**src/design/tbs_pkg.sv**
```systemverilog
// ----------------------------------------------------------------------------
// tbs_pkg
// Shared widths, request and result codes and the controller state type
// for the token bucket shaper.
// ----------------------------------------------------------------------------
package tbs_pkg;

    // field widths
    localparam int TYPE_W     = 2;
    localparam int AMOUNT_W   = 32;
    localparam int TAG_W      = 8;
    localparam int KIND_W     = 2;
    localparam int RATE_W     = 24;
    localparam int TOK_W      = 40;
    localparam int CFG_IDX_W  = 2;
    localparam int CFG_DATA_W = 40;

    // most results one input transaction may cause
    localparam int MAX_RESULTS = 16;
    localparam int RES_CNT_W   = $clog2(MAX_RESULTS + 1);

    // request types
    localparam logic [TYPE_W-1:0] REQ_TICK   = 2'd0;
    localparam logic [TYPE_W-1:0] REQ_QUEUED = 2'd1;
    localparam logic [TYPE_W-1:0] REQ_NOWAIT = 2'd2;

    // result kinds
    localparam logic [KIND_W-1:0] KIND_NW_GRANT  = 2'd0;
    localparam logic [KIND_W-1:0] KIND_NW_REFUSE = 2'd1;
    localparam logic [KIND_W-1:0] KIND_Q_GRANT   = 2'd2;
    localparam logic [KIND_W-1:0] KIND_Q_FULL    = 2'd3;

    // register indexes
    localparam logic [CFG_IDX_W-1:0] REG_RATE     = 2'd0;
    localparam logic [CFG_IDX_W-1:0] REG_CAPACITY = 2'd1;
    localparam logic [CFG_IDX_W-1:0] REG_FILL     = 2'd2;

    // reset values of the registers
    localparam logic [RATE_W-1:0] RATE_RESET     = 24'd1;
    localparam logic [TOK_W-1:0]  CAPACITY_RESET = 40'd65536;

    // controller states
    typedef enum logic [2:0] {
        S_IDLE,
        S_EXEC,
        S_READ,
        S_SERVE,
        S_FLUSH
    } t_state;

endpackage

```
**src/design/tbs_ram.sv**
```systemverilog
// ----------------------------------------------------------------------------
// tbs_ram
// Generic simple dual port RAM: one write port, one read port with a
// registered read that holds its data between reads.
// ----------------------------------------------------------------------------
module tbs_ram #(
    parameter int WIDTH = 40,
    parameter int DEPTH = 16,
    parameter int AW    = (DEPTH > 1) ? $clog2(DEPTH) : 1
) (
    input  logic             i_clk,
    input  logic             i_wr_en,
    input  logic [AW-1:0]    i_wr_addr,
    input  logic [WIDTH-1:0] i_wr_data,
    input  logic             i_rd_en,
    input  logic [AW-1:0]    i_rd_addr,
    output logic [WIDTH-1:0] o_rd_data
);

    logic [WIDTH-1:0] r_mem [DEPTH];
    logic [WIDTH-1:0] r_rd_data;

    // write port
    always_ff @(posedge i_clk) begin
        if (i_wr_en) begin
            r_mem[i_wr_addr] <= i_wr_data;
        end
    end

    // registered read port
    always_ff @(posedge i_clk) begin
        if (i_rd_en) begin
            r_rd_data <= r_mem[i_rd_addr];
        end
    end

    assign o_rd_data = r_rd_data;

endmodule

```
**src/design/token_bucket_shaper.sv**
```systemverilog
// ----------------------------------------------------------------------------
// token_bucket_shaper
// Token bucket with a first-in first-out wait queue held in a RAM.
//
//   channel  direction  handshake                 payload
//   in       input      i_in_valid / o_in_stall   i_req_type, i_amount, i_req_tag
//   out      output     o_out_valid / i_out_stall o_result_kind, o_grant_tag, o_last
//   cfg      input      i_cfg_valid / o_cfg_ready i_cfg_index, i_cfg_data
//
// Each request is captured while idle and then executed. A tick on an empty
// queue or a push behind a waiting head then returns to idle; a no-wait
// acquire or a rejected acquire first hands out its result. Serving the queue
// reads each head examined from the RAM, then compares it with the tokens and writes back a part-paid head.
// Synchronous active-low reset clears the controller, the queue pointers and
// the tokens and loads the registers' reset values; the RAM needs no clearing.
// A stalled output holds the controller whenever a result is due while the
// output register still holds an earlier one.
// ----------------------------------------------------------------------------
module token_bucket_shaper #(
    parameter int QUEUE_DEPTH = 16
) (
    input  logic                             i_clk,
    input  logic                             i_rst_n,
    // input transactions
    input  logic                             i_in_valid,
    output logic                             o_in_stall,
    input  logic [tbs_pkg::TYPE_W-1:0]       i_req_type,
    input  logic [tbs_pkg::AMOUNT_W-1:0]     i_amount,
    input  logic [tbs_pkg::TAG_W-1:0]        i_req_tag,
    // result transactions
    output logic                             o_out_valid,
    input  logic                             i_out_stall,
    output logic [tbs_pkg::KIND_W-1:0]       o_result_kind,
    output logic [tbs_pkg::TAG_W-1:0]        o_grant_tag,
    output logic                             o_last,
    // register writes
    input  logic                             i_cfg_valid,
    output logic                             o_cfg_ready,
    input  logic [tbs_pkg::CFG_IDX_W-1:0]    i_cfg_index,
    input  logic [tbs_pkg::CFG_DATA_W-1:0]   i_cfg_data
);

    import tbs_pkg::*;

    localparam int QA_W    = (QUEUE_DEPTH > 1) ? $clog2(QUEUE_DEPTH) : 1;
    localparam int QC_W    = $clog2(QUEUE_DEPTH + 1);
    localparam int SUM_W   = QC_W + 1;
    localparam int ENTRY_W = AMOUNT_W + TAG_W;

    localparam logic [QC_W-1:0]  COUNT_FULL = QC_W'(QUEUE_DEPTH);
    localparam logic [SUM_W-1:0] DEPTH_S    = SUM_W'(QUEUE_DEPTH);
    localparam logic [QA_W-1:0]  HEAD_LAST  = QA_W'(QUEUE_DEPTH - 1);

    // control state
    t_state               r_state, n_state;
    logic [RATE_W-1:0]    r_rate, n_rate;
    logic [TOK_W-1:0]     r_cap, n_cap;
    logic [TOK_W-1:0]     r_tokens, n_tokens;
    logic [QA_W-1:0]      r_head, n_head;
    logic [QC_W-1:0]      r_count, n_count;
    logic [RES_CNT_W-1:0] r_nres, n_nres;
    logic                 r_pend_valid, n_pend_valid;
    logic                 r_out_valid, n_out_valid;

    // payload registers
    logic [TYPE_W-1:0]    r_type, n_type;
    logic [AMOUNT_W-1:0]  r_amount, n_amount;
    logic [TAG_W-1:0]     r_tag, n_tag;
    logic [KIND_W-1:0]    r_pend_kind, n_pend_kind;
    logic [TAG_W-1:0]     r_pend_tag, n_pend_tag;
    logic [KIND_W-1:0]    r_out_kind, n_out_kind;
    logic [TAG_W-1:0]     r_out_tag, n_out_tag;
    logic                 r_out_last, n_out_last;

    // ram ports
    logic                 ram_wr_en;
    logic [QA_W-1:0]      ram_wr_addr;
    logic [ENTRY_W-1:0]   ram_wr_data;
    logic                 ram_rd_en;
    logic [ENTRY_W-1:0]   ram_rd_data;

    // datapath
    logic                 in_acc;
    logic                 cfg_acc;
    logic                 out_free;
    logic [SUM_W-1:0]     tail_sum;
    logic [QA_W-1:0]      tail;
    logic [QA_W-1:0]      head_next;
    logic [TOK_W:0]       tick_sum;
    logic [TOK_W-1:0]     tick_tokens;
    logic [TOK_W-1:0]     clamped;
    logic [TOK_W-1:0]     amount_ext;
    logic [AMOUNT_W-1:0]  need;
    logic [TAG_W-1:0]     need_tag;
    logic [TOK_W-1:0]     need_ext;

    tbs_ram #(
        .WIDTH (ENTRY_W),
        .DEPTH (QUEUE_DEPTH)
    ) u_ram (
        .i_clk     (i_clk),
        .i_wr_en   (ram_wr_en),
        .i_wr_addr (ram_wr_addr),
        .i_wr_data (ram_wr_data),
        .i_rd_en   (ram_rd_en),
        .i_rd_addr (r_head),
        .o_rd_data (ram_rd_data)
    );

    // handshakes
    assign o_cfg_ready = (r_state == S_IDLE);
    assign o_in_stall  = (r_state != S_IDLE) || i_cfg_valid;
    assign in_acc      = i_in_valid && !o_in_stall;
    assign cfg_acc     = i_cfg_valid && o_cfg_ready;
    assign out_free    = !r_out_valid || !i_out_stall;

    // queue pointer arithmetic
    assign tail_sum  = SUM_W'(r_head) + SUM_W'(r_count);
    assign tail      = (tail_sum >= DEPTH_S) ? QA_W'(tail_sum - DEPTH_S)
                                             : tail_sum[QA_W-1:0];
    assign head_next = (r_head == HEAD_LAST) ? '0 : r_head + 1'b1;

    // token arithmetic
    assign tick_sum    = {1'b0, r_tokens} + (TOK_W + 1)'(r_rate);
    assign tick_tokens = (tick_sum > {1'b0, r_cap}) ? r_cap : tick_sum[TOK_W-1:0];
    assign clamped     = (r_tokens > r_cap) ? r_cap : r_tokens;
    assign amount_ext  = TOK_W'(r_amount);
    assign need        = ram_rd_data[ENTRY_W-1:TAG_W];
    assign need_tag    = ram_rd_data[TAG_W-1:0];
    assign need_ext    = TOK_W'(need);

    // next state and datapath control
    always_comb begin
        n_state      = r_state;
        n_rate       = r_rate;
        n_cap        = r_cap;
        n_tokens     = r_tokens;
        n_head       = r_head;
        n_count      = r_count;
        n_nres       = r_nres;
        n_pend_valid = r_pend_valid;
        n_pend_kind  = r_pend_kind;
        n_pend_tag   = r_pend_tag;
        n_type       = r_type;
        n_amount     = r_amount;
        n_tag        = r_tag;
        n_out_valid  = r_out_valid;
        n_out_kind   = r_out_kind;
        n_out_tag    = r_out_tag;
        n_out_last   = r_out_last;
        ram_wr_en    = 1'b0;
        ram_wr_addr  = r_head;
        ram_wr_data  = {r_amount, r_tag};
        ram_rd_en    = 1'b0;

        // result leaves the output register
        if (r_out_valid && !i_out_stall) begin
            n_out_valid = 1'b0;
        end

        case (r_state)
            S_IDLE: begin
                // register writes
                if (cfg_acc) begin
                    case (i_cfg_index)
                        REG_RATE:     n_rate   = i_cfg_data[RATE_W-1:0];
                        REG_CAPACITY: n_cap    = i_cfg_data[TOK_W-1:0];
                        REG_FILL:     n_tokens = i_cfg_data[TOK_W-1:0];
                        default:      ;
                    endcase
                end
                // capture the input transaction
                if (in_acc) begin
                    n_type   = i_req_type;
                    n_amount = i_amount;
                    n_tag    = i_req_tag;
                    n_state  = S_EXEC;
                end
            end

            S_EXEC: begin
                n_nres = '0;
                case (r_type)
                    REQ_TICK: begin
                        n_tokens = tick_tokens;
                        n_state  = (r_count != '0) ? S_READ : S_IDLE;
                    end
                    REQ_QUEUED: begin
                        n_tokens = clamped;
                        if (r_count == COUNT_FULL) begin
                            n_pend_valid = 1'b1;
                            n_pend_kind  = KIND_Q_FULL;
                            n_pend_tag   = r_tag;
                            n_state      = S_FLUSH;
                        end else begin
                            // push at the tail, serve at once if queue was empty
                            ram_wr_en   = 1'b1;
                            ram_wr_addr = tail;
                            n_count     = r_count + 1'b1;
                            n_state     = (r_count == '0) ? S_READ : S_IDLE;
                        end
                    end
                    REQ_NOWAIT: begin
                        n_pend_valid = 1'b1;
                        n_pend_tag   = r_tag;
                        n_state      = S_FLUSH;
                        if (clamped >= amount_ext) begin
                            n_tokens    = clamped - amount_ext;
                            n_pend_kind = KIND_NW_GRANT;
                        end else begin
                            n_tokens    = clamped;
                            n_pend_kind = KIND_NW_REFUSE;
                        end
                    end
                    default: n_state = S_IDLE;
                endcase
            end

            S_READ: begin
                ram_rd_en = 1'b1;
                n_state   = S_SERVE;
            end

            S_SERVE: begin
                if (need_ext > r_tokens) begin
                    // head not covered: it takes all tokens and keeps the rest
                    ram_wr_en   = 1'b1;
                    ram_wr_addr = r_head;
                    ram_wr_data = {need - r_tokens[AMOUNT_W-1:0], need_tag};
                    n_tokens    = '0;
                    n_state     = r_pend_valid ? S_FLUSH : S_IDLE;
                end else if (!r_pend_valid || out_free) begin
                    // head covered: grant it, the earlier grant is not the last
                    n_tokens = r_tokens - need_ext;
                    if (r_pend_valid) begin
                        n_out_valid = 1'b1;
                        n_out_kind  = r_pend_kind;
                        n_out_tag   = r_pend_tag;
                        n_out_last  = 1'b0;
                    end
                    n_pend_valid = 1'b1;
                    n_pend_kind  = KIND_Q_GRANT;
                    n_pend_tag   = need_tag;
                    n_head       = head_next;
                    n_count      = r_count - 1'b1;
                    n_nres       = r_nres + 1'b1;
                    if (r_count == QC_W'(1) ||
                        r_nres == RES_CNT_W'(MAX_RESULTS - 1)) begin
                        n_state = S_FLUSH;
                    end else begin
                        n_state = S_READ;
                    end
                end
            end

            S_FLUSH: begin
                // final result of the item
                if (out_free) begin
                    n_out_valid  = 1'b1;
                    n_out_kind   = r_pend_kind;
                    n_out_tag    = r_pend_tag;
                    n_out_last   = 1'b1;
                    n_pend_valid = 1'b0;
                    n_state      = S_IDLE;
                end
            end

            default: n_state = S_IDLE;
        endcase
    end

    // control registers
    always_ff @(posedge i_clk) begin
        if (!i_rst_n) begin
            r_state      <= S_IDLE;
            r_rate       <= RATE_RESET;
            r_cap        <= CAPACITY_RESET;
            r_tokens     <= '0;
            r_head       <= '0;
            r_count      <= '0;
            r_nres       <= '0;
            r_pend_valid <= 1'b0;
            r_out_valid  <= 1'b0;
        end else begin
            r_state      <= n_state;
            r_rate       <= n_rate;
            r_cap        <= n_cap;
            r_tokens     <= n_tokens;
            r_head       <= n_head;
            r_count      <= n_count;
            r_nres       <= n_nres;
            r_pend_valid <= n_pend_valid;
            r_out_valid  <= n_out_valid;
        end
    end

    // payload registers
    always_ff @(posedge i_clk) begin
        r_type      <= n_type;
        r_amount    <= n_amount;
        r_tag       <= n_tag;
        r_pend_kind <= n_pend_kind;
        r_pend_tag  <= n_pend_tag;
        r_out_kind  <= n_out_kind;
        r_out_tag   <= n_out_tag;
        r_out_last  <= n_out_last;
    end

    assign o_out_valid   = r_out_valid;
    assign o_result_kind = r_out_kind;
    assign o_grant_tag   = r_out_tag;
    assign o_last        = r_out_last;

endmodule

```
**config.mk**
```make
export PLATFORM = sky130hd
export DESIGN_NAME = token_bucket_shaper
export DESIGN_NICKNAME = d
export VERILOG_FILES = /design/src/design/tbs_pkg.sv /design/src/design/tbs_ram.sv /design/src/design/token_bucket_shaper.sv
export SDC_FILE = /design/constraint.sdc
export NUM_CORES = 2
export LEC_CHECK = 0
export BUFFER_PORTS_ARGS = -buffer_cell sky130_fd_sc_hd__buf_4
export CAP_MARGIN = 20
export CORE_ASPECT_RATIO = 0.7
export CORE_UTILIZATION = 45
export DETAILED_ROUTE_END_ITERATION = 16
export GPL_TIMING_DRIVEN = 1
export PLACE_DENSITY_LB_ADDON = 0.3
export SLEW_MARGIN = 20
export SYNTH_ARGS = -nofsm -noshare
export SYNTH_HDL_FRONTEND = slang
export SYNTH_SLANG_ARGS = --single-unit
```
**constraint.sdc**
```tcl
create_clock -name i_clk -period 8.7 [get_ports i_clk]
set_input_delay 1.305 -clock i_clk [delete_from_list [all_inputs] [get_ports i_clk]]
set_output_delay 1.305 -clock i_clk [all_outputs]
set_load 0.005 [all_outputs]
```
### Word level (Yosys, flattened, before mapping)

Memory sizes are Yosys's and may differ from the RTL's. A register that Yosys moved wholly into a read port is not among the register bits.
Index checks and enable logic that the tools add are counted.

| word-level totals | value |
|---|---|
| register bits | 186 |
| bits in writable memories | 640 |
| bits of input ports | 89 |
| output and inout port bits | 14 |
| memories | 1 |

| cells by class | value |
|---|---|
| add/sub/neg operators | 10 |
| $lt $le $gt $ge | 5 |
| equal/unequal tests | 25 |
| muxes and demuxes | 80 |
| bitwise logic cells | 1 |
| reductions and logical operators | 32 |

Memories:

| memory | depth | bits a word | rd ports | clocked after Yosys merged registers in | write ports | line | text |
|---|---|---|---|---|---|---|---|
| u_ram.r_mem | 16 | 40 | 1 | 1 | 1 | tbs_ram.sv:20 | `logic [WIDTH-1:0] r_mem [DEPTH];` |

Operator list:

| operator | number |
|---|---|
| 40-bit two-way mux | 9 |
| 40-bit case mux with 3 select lines | 2 |
| 40-bit by 32-bit subtractor with 40-bit output | 2 |
| 8-bit two-way mux | 7 |
| 8-bit case mux with 2 select lines | 3 |
| 40-bit by 24-bit adder with 41-bit output | 1 |
| 41-bit by 40-bit > comparator with 1-bit output | 1 |
| 40-bit by 32-bit >= comparator with 1-bit output | 1 |
| 32-bit by 40-bit > comparator with 1-bit output | 1 |
| 40-bit > comparator | 1 |
| 32-bit subtractor | 1 |
| 5-bit two-way mux | 6 |
| 3-bit two-way mux | 7 |
| 1-bit two-way mux | 20 |
| 4-bit two-way mux | 5 |
| 5-bit case mux with 2 select lines | 2 |
| 5-bit AND reduction | 4 |
| 2-bit two-way mux | 9 |
| 3-bit case mux with 5 select lines | 1 |
| 3-bit AND reduction | 5 |
| 2-bit case mux with 2 select lines | 3 |
| 5-bit by 1-bit adder with 5-bit output, second input constant | 2 |
| 2-bit != test, second input constant | 5 |
| 3-bit case mux with 3 select lines | 1 |
| other kinds (32) | 54 |

### Depth between registers and ports, before layout

| depth | value |
|---|---|
| word-level depth | 7 |
| gate-level depth with buffers | 29 |
| gate-level depth less buffers | 24 |

### Hierarchy

Synthesis repeated with hierarchy kept, for this count alone.

| second synthesis, totals | value |
|---|---|
| cell total of the unflattened synthesis | 3504 |
| area, all modules | 44203.6 um2 |

Modules (own cells, without submodules):

| module | times used | cells an instance | area an instance (um2) | sequential area each (um2) |
|---|---|---|---|---|
| tbs_ram | 1 | 1040 | 25530.7 | 20419.6 |
| token_bucket_shaper | 1 | 2464 | 18672.9 | 4354.2 |

### Least setup slack after synthesis

Ideal clock, no wire load.

| timing path | value |
|---|---|
| kind | register -> register |
| from | register r_cap[37] |
| to | register r_tokens[10] |
| data arrival time | 5.767 ns |
| required time | 8.578 ns |
| slack | 2.811 ns |
| cell stages (with the launch flop) | 29 |
| period minus slack after synthesis | 5.889 ns |
| cells stage by stage | dfxtp_1 -> inv_1 -> ha_1 -> nand4_1 -> and4bb_1 -> and2_1 -> a21boi_1 -> a211oi_2 -> nor2_2 -> buf_2 -> buf_2 -> buf_2 -> a21oi_1 -> ha_1 -> inv_1 -> fa_1 -> a21oi_1 -> o211ai_1 -> a211oi_1 -> o31ai_1 -> or2_1 -> buf_2 -> nor4_2 -> nor2_1 -> buf_6 -> mux2_4 -> a221oi_2 -> a21oi_1 -> a221o_1 |

| on the way | value |
|---|---|
| longest elaborated chain between the ends | 6 |
| elaborated cells on any way between the ends | 9 |
| those cells by class | add/sub (1); order compare (3); mux (5) |

Ends and longest elaborated chain:

| element | line | text |
|---|---|---|
| from (decl) | token_bucket_shaper.sv:57 | `logic [TOK_W-1:0] r_cap, n_cap;` |
| from (signal assigned) | token_bucket_shaper.sv:287 | `r_cap <= n_cap;` |
| 40-bit > comparator | token_bucket_shaper.sv:126 | `assign clamped = (r_tokens > r_cap) ? r_cap : r_tokens;` |
| 40-bit two-way mux | token_bucket_shaper.sv:126 |  |
| 40-bit by 32-bit subtractor with 40-bit output or 40-bit by 32-bit >= comparator with 1-bit output (tied branches) | token_bucket_shaper.sv:208, token_bucket_shaper.sv:207 |  |
| 40-bit two-way mux | token_bucket_shaper.sv:207 | `if (clamped >= amount_ext) begin` |
| 40-bit case mux with 3 select lines * | token_bucket_shaper.sv:183 | `case (r_type)` |
| 40-bit case mux with 3 select lines * | token_bucket_shaper.sv:161 | `case (r_state)` |
| to (signal assigned) | token_bucket_shaper.sv:288 | `r_tokens <= n_tokens;` |
| to (decl) | token_bucket_shaper.sv:58 | `logic [TOK_W-1:0] r_tokens, n_tokens;` |

Every way passes the cells marked *; elsewhere a longest branch is shown, timed or not.
A chain may end at the register's enable or synchronous reset.

### Worst setup path in the final report

| timing path | value |
|---|---|
| from | register r_cap[34] |
| to | register r_tokens[6] |

The elaborated chain is that of the path after synthesis.

==> impl_metrics.csv <==
group,metric,value,unit
drt,via_count,30600,
timing,fin_ws,0.573,ns
status,outcome,"finished, final reports clean",
finish,layout_common_cells,"743 x sky130_fd_sc_hd__edfxtp_1, 370 x sky130_fd_sc_hd__nand2_1, 264 x sky130_fd_sc_hd__a21oi_1, 212 x sky130_fd_sc_hd__ha_1, 212 x sky130_fd_sc_hd__buf_4",
grt,first_global_vias,29300,
hold_path,min_path_type,"register to register",
die,initial_util,0.457,
timing,fmax,0.123,GHz
timing,layout_skew,0.0214,ns
critical_path,cp_data_required_time,9.29,ns
grt,grt_antenna_before_repair,3,
timing,hold_ws,0.418,ns
timing,min_tclk_post_route,8.13,ns
logic_synthesis,yosysWarnings,0,
drt,dr.max_layer_used,"met5",
critical_path,critical_path_fanout_max,36,
placement,io_buffers,102,
drt,routed_wire_length_per_instance,26.8,um
grt,grt_overflow,0,
critical_path,worst_r2r_startpoint,"r_cap[34]$_SDFFE_PN0P_",
clock_tree,ctsRootBufferMaster,"sky130_fd_sc_hd__clkbuf_16",
critical_path,crit_arrival,8.71,ns
finish,drive_above_1_share,0.168,
finish,num-nets-final,3875,
clock_tree,clk_latency_worst_skew_pair,0.68,ns
clock_tree,numClockSinks,866,
finish,flow.area_growth_from_synthesis,12.5,%
placement,post-dp-hpwl,89.3,mm
finish,post-route-util,0.513,
critical_path,worstSetupStartpoint,"r_cap[34]$_SDFFE_PN0P_",
logic_synthesis,synth_cells,3449,
drt,met2WireLength,55.7,mm
clock_tree,clk_path_buf_depth,3,
grt,grt_first_pass_wirelength,194,mm
logic_synthesis,synthesized_area,44000,um^2
drt,viasPerCell,6.19,
critical_path,start_kind,"register",
logic_synthesis,synth-edff-count,743,
finish,layout_commonest_cell,"sky130_fd_sc_hd__edfxtp_1",
critical_path,end_kind,"register",
timing,slew_violations,0,
logic_synthesis,synth_area_per_cell,12.8,um^2
timing,post-route-period-util,0.934,
logic_synthesis,synth_seq_cells,866,
drt,drt_pass1_iterations,6,
logic_synthesis,synthArstFlopShare,0,
timing,worst-slew-pin-transition,1.28,ns
clock_tree,postCtsSetupRepairBufs,0,
timing,rsz_0062_raised_after_global_routing,"false",
power,power.total,10.0,mW
flow_run,drv.max_cap_violation_count,0,
logic_synthesis,portion_of_the_post_synthesis_area_used_by_sequential_elements,0.563,
drt,dr_wl_met3,15.6,mm
clock_tree,h_tree_levels,3,
finish,insertedDiodeCount,0,
hold_path,hold_path_startpoint,"r_pend_tag[6]$_DFFE_PP_",
die,dieWidth,376,um
die,coreArea,96400,um^2
clock_tree,numCtsBuffers,82,
drt,detail_route.wirelength,133,mm
clock_tree,clk_pin_slew_worst_paths,0.07,ns
timing,finalHoldViolCount,0,
logic_synthesis,postSynth.topFlopCell,"sky130_fd_sc_hd__edfxtp_1",
logic_synthesis,mappedNetlistNets,3756,
power,power_density,202,nW/um^2
timing,totalNegativeSetupSlack,0,ns
critical_path,path_class,"register to register",
drt,drt_drc_violations_left,0,
grt,grt_max_degree,97,
die,number_of_primary_i_o_pins,103,
drt,detail-route-antenna-nets,0,
die,fp.dieArea,99100,um^2
clock_tree,hold_fix_buffer_count_after_cts,0,
placement,pre_cts_slack,1.11,ns
clock_tree,cts-resized-gates,0,
drt,m1WireLength,58.2,mm
timing,timing.final.setup_violations,0,
timing,timing.max_slew.rel_slack,0.139,
die,die_height,264,um
power,worst_ir_drop_vdd,0.000141,V
placement,globalplace.congestion,0.998,
power,total_leakage_power,17.3,nW
drt,drt_first_iter_violations,3801,
die,rows,95,
clock_tree,tritoncts_clock_tree,"yes",
grt,grt_use_total,0.265,
logic_synthesis,yosys.cell_types.count,94,
-- stage by stage --
| stage | cells | cell area [um^2] |
|---|---|---|
| final | 4940 | 49500 |
| after global routing | 4940 | 49500 |
| after CTS | 4940 | 49500 |
| after detailed placement | 4793 | 46800 |
| after global placement | 4793 | 46800 |
| after floorplan | 3449 | 44000 |
-- critical path, cell delays in order (launching register included) --
cell and delay (ns):
sky130_fd_sc_hd__dfxtp_1 0.43, sky130_fd_sc_hd__inv_1 0.12, sky130_fd_sc_hd__ha_1 0.34, sky130_fd_sc_hd__nand4_1 0.15, sky130_fd_sc_hd__and4bb_1 0.52, sky130_fd_sc_hd__and2_1 0.22
sky130_fd_sc_hd__a21boi_1 0.46, sky130_fd_sc_hd__a211oi_2 0.09, sky130_fd_sc_hd__buf_4 0.20, sky130_fd_sc_hd__nor2_4 0.77, sky130_fd_sc_hd__o21ai_0 0.25, sky130_fd_sc_hd__ha_1 0.51
sky130_fd_sc_hd__nand4_1 0.23, sky130_fd_sc_hd__nor3_1 0.53, sky130_fd_sc_hd__nand3_1 0.15, sky130_fd_sc_hd__o31ai_1 0.84, sky130_fd_sc_hd__or2_1 0.35, sky130_fd_sc_hd__a211o_1 0.18
sky130_fd_sc_hd__nand2_2 0.24, sky130_fd_sc_hd__nor2_2 0.81, sky130_fd_sc_hd__a22oi_1 0.15, sky130_fd_sc_hd__mux2_2 0.31, sky130_fd_sc_hd__o22ai_1 0.15
-- synthesized netlist by cell type, types with 31 or more instances --
library cell / number / area share
sky130_fd_sc_hd__o21ai_0: 175 / 0.020
sky130_fd_sc_hd__nor3_1: 42 / 0.0048
sky130_fd_sc_hd__a21o_1: 63 / 0.011
sky130_fd_sc_hd__a21oi_1: 266 / 0.030
sky130_fd_sc_hd__ha_1: 213 / 0.061
sky130_fd_sc_hd__nand2_1: 371 / 0.032
sky130_fd_sc_hd__mux4_2: 200 / 0.10
sky130_fd_sc_hd__inv_1: 170 / 0.014
sky130_fd_sc_hd__nand4_1: 39 / 0.0055
sky130_fd_sc_hd__edfxtp_1: 743 / 0.51
sky130_fd_sc_hd__xor2_1: 46 / 0.0092
sky130_fd_sc_hd__nand3_1: 57 / 0.0065
sky130_fd_sc_hd__mux2i_1: 33 / 0.0075
sky130_fd_sc_hd__nor2_1: 150 / 0.013
sky130_fd_sc_hd__o211ai_1: 31 / 0.0053
sky130_fd_sc_hd__clkbuf_1: 133 / 0.011
sky130_fd_sc_hd__xnor2_1: 91 / 0.018
sky130_fd_sc_hd__dfxtp_1: 123 / 0.056
-- metal layers --
metal	vias up	global-route usage
met2	1611	0.373
met4	4	0.0671
met3	200	0.0783
met5	-	0.00968
met1	15300	0.398
li1	13500	-
-- cell families after synthesis --
family                     count (synthesis)  share of synthesized area
DFF                                      866                      0.563
AOI/OAI and AO/OA                        829                      0.120
and+or+nand+nor                          799                     0.0823
buffers and inverters                    354                     0.0315
muxes                                    246                      0.113
adders and majority gates                218                     0.0628
xor gates and xnor gates                 137                     0.0273
-- registers in the layout (all words and copies together), names as in the netlist --
register / cells
u_ram.r_mem: 640
r_head: 4
o_last: 1
r_tokens: 40
r_pend_kind: 2
r_count: 5
r_type: 2
o_grant_tag: 8
o_out_valid: 1
r_amount: 32
r_pend_valid: 1
r_tag: 8
r_nres: 5
r_cap: 40
r_rate: 24
u_ram.o_rd_data: 40
r_state: 3
o_result_kind: 2
r_pend_tag: 8
-- final timing paths --
check / endpoint / slack [ns] / cells past startpoint
worst max-delay path: r_tokens[6]$_SDFFE_PN0P_ / 0.57 / 22
worst min-delay path: o_grant_tag[6]$_DFFE_PP_ / 0.42 / 0
worst max register to register: r_tokens[6]$_SDFFE_PN0P_ / 0.57 / 22
worst min register to register: o_grant_tag[6]$_DFFE_PP_ / 0.42 / 0
-- layout make-up --
| type | instances | area [um^2] |
|---|---|---|
| multi-input cells | 2229 | 18100 |
| inverters | 175 | 658 |
| flip-flops and latches | 866 | 24800 |
| well taps | 1309 | 1640 |
| fillers | 8175 | 46900 |
| repair buffers | 214 | 1630 |
| clock inverters | 50 | 584 |
| clock buffers | 97 | 2130 |
-- power by group --
group          internal, mW  leakage (nW)  total, mW  switching, mW
registers              4.54          7.70       4.60         0.0599
logic                 0.603          8.35       1.72           1.12
clock network          2.04          1.29       3.67           1.63
(Power assumes the default switching activity.)
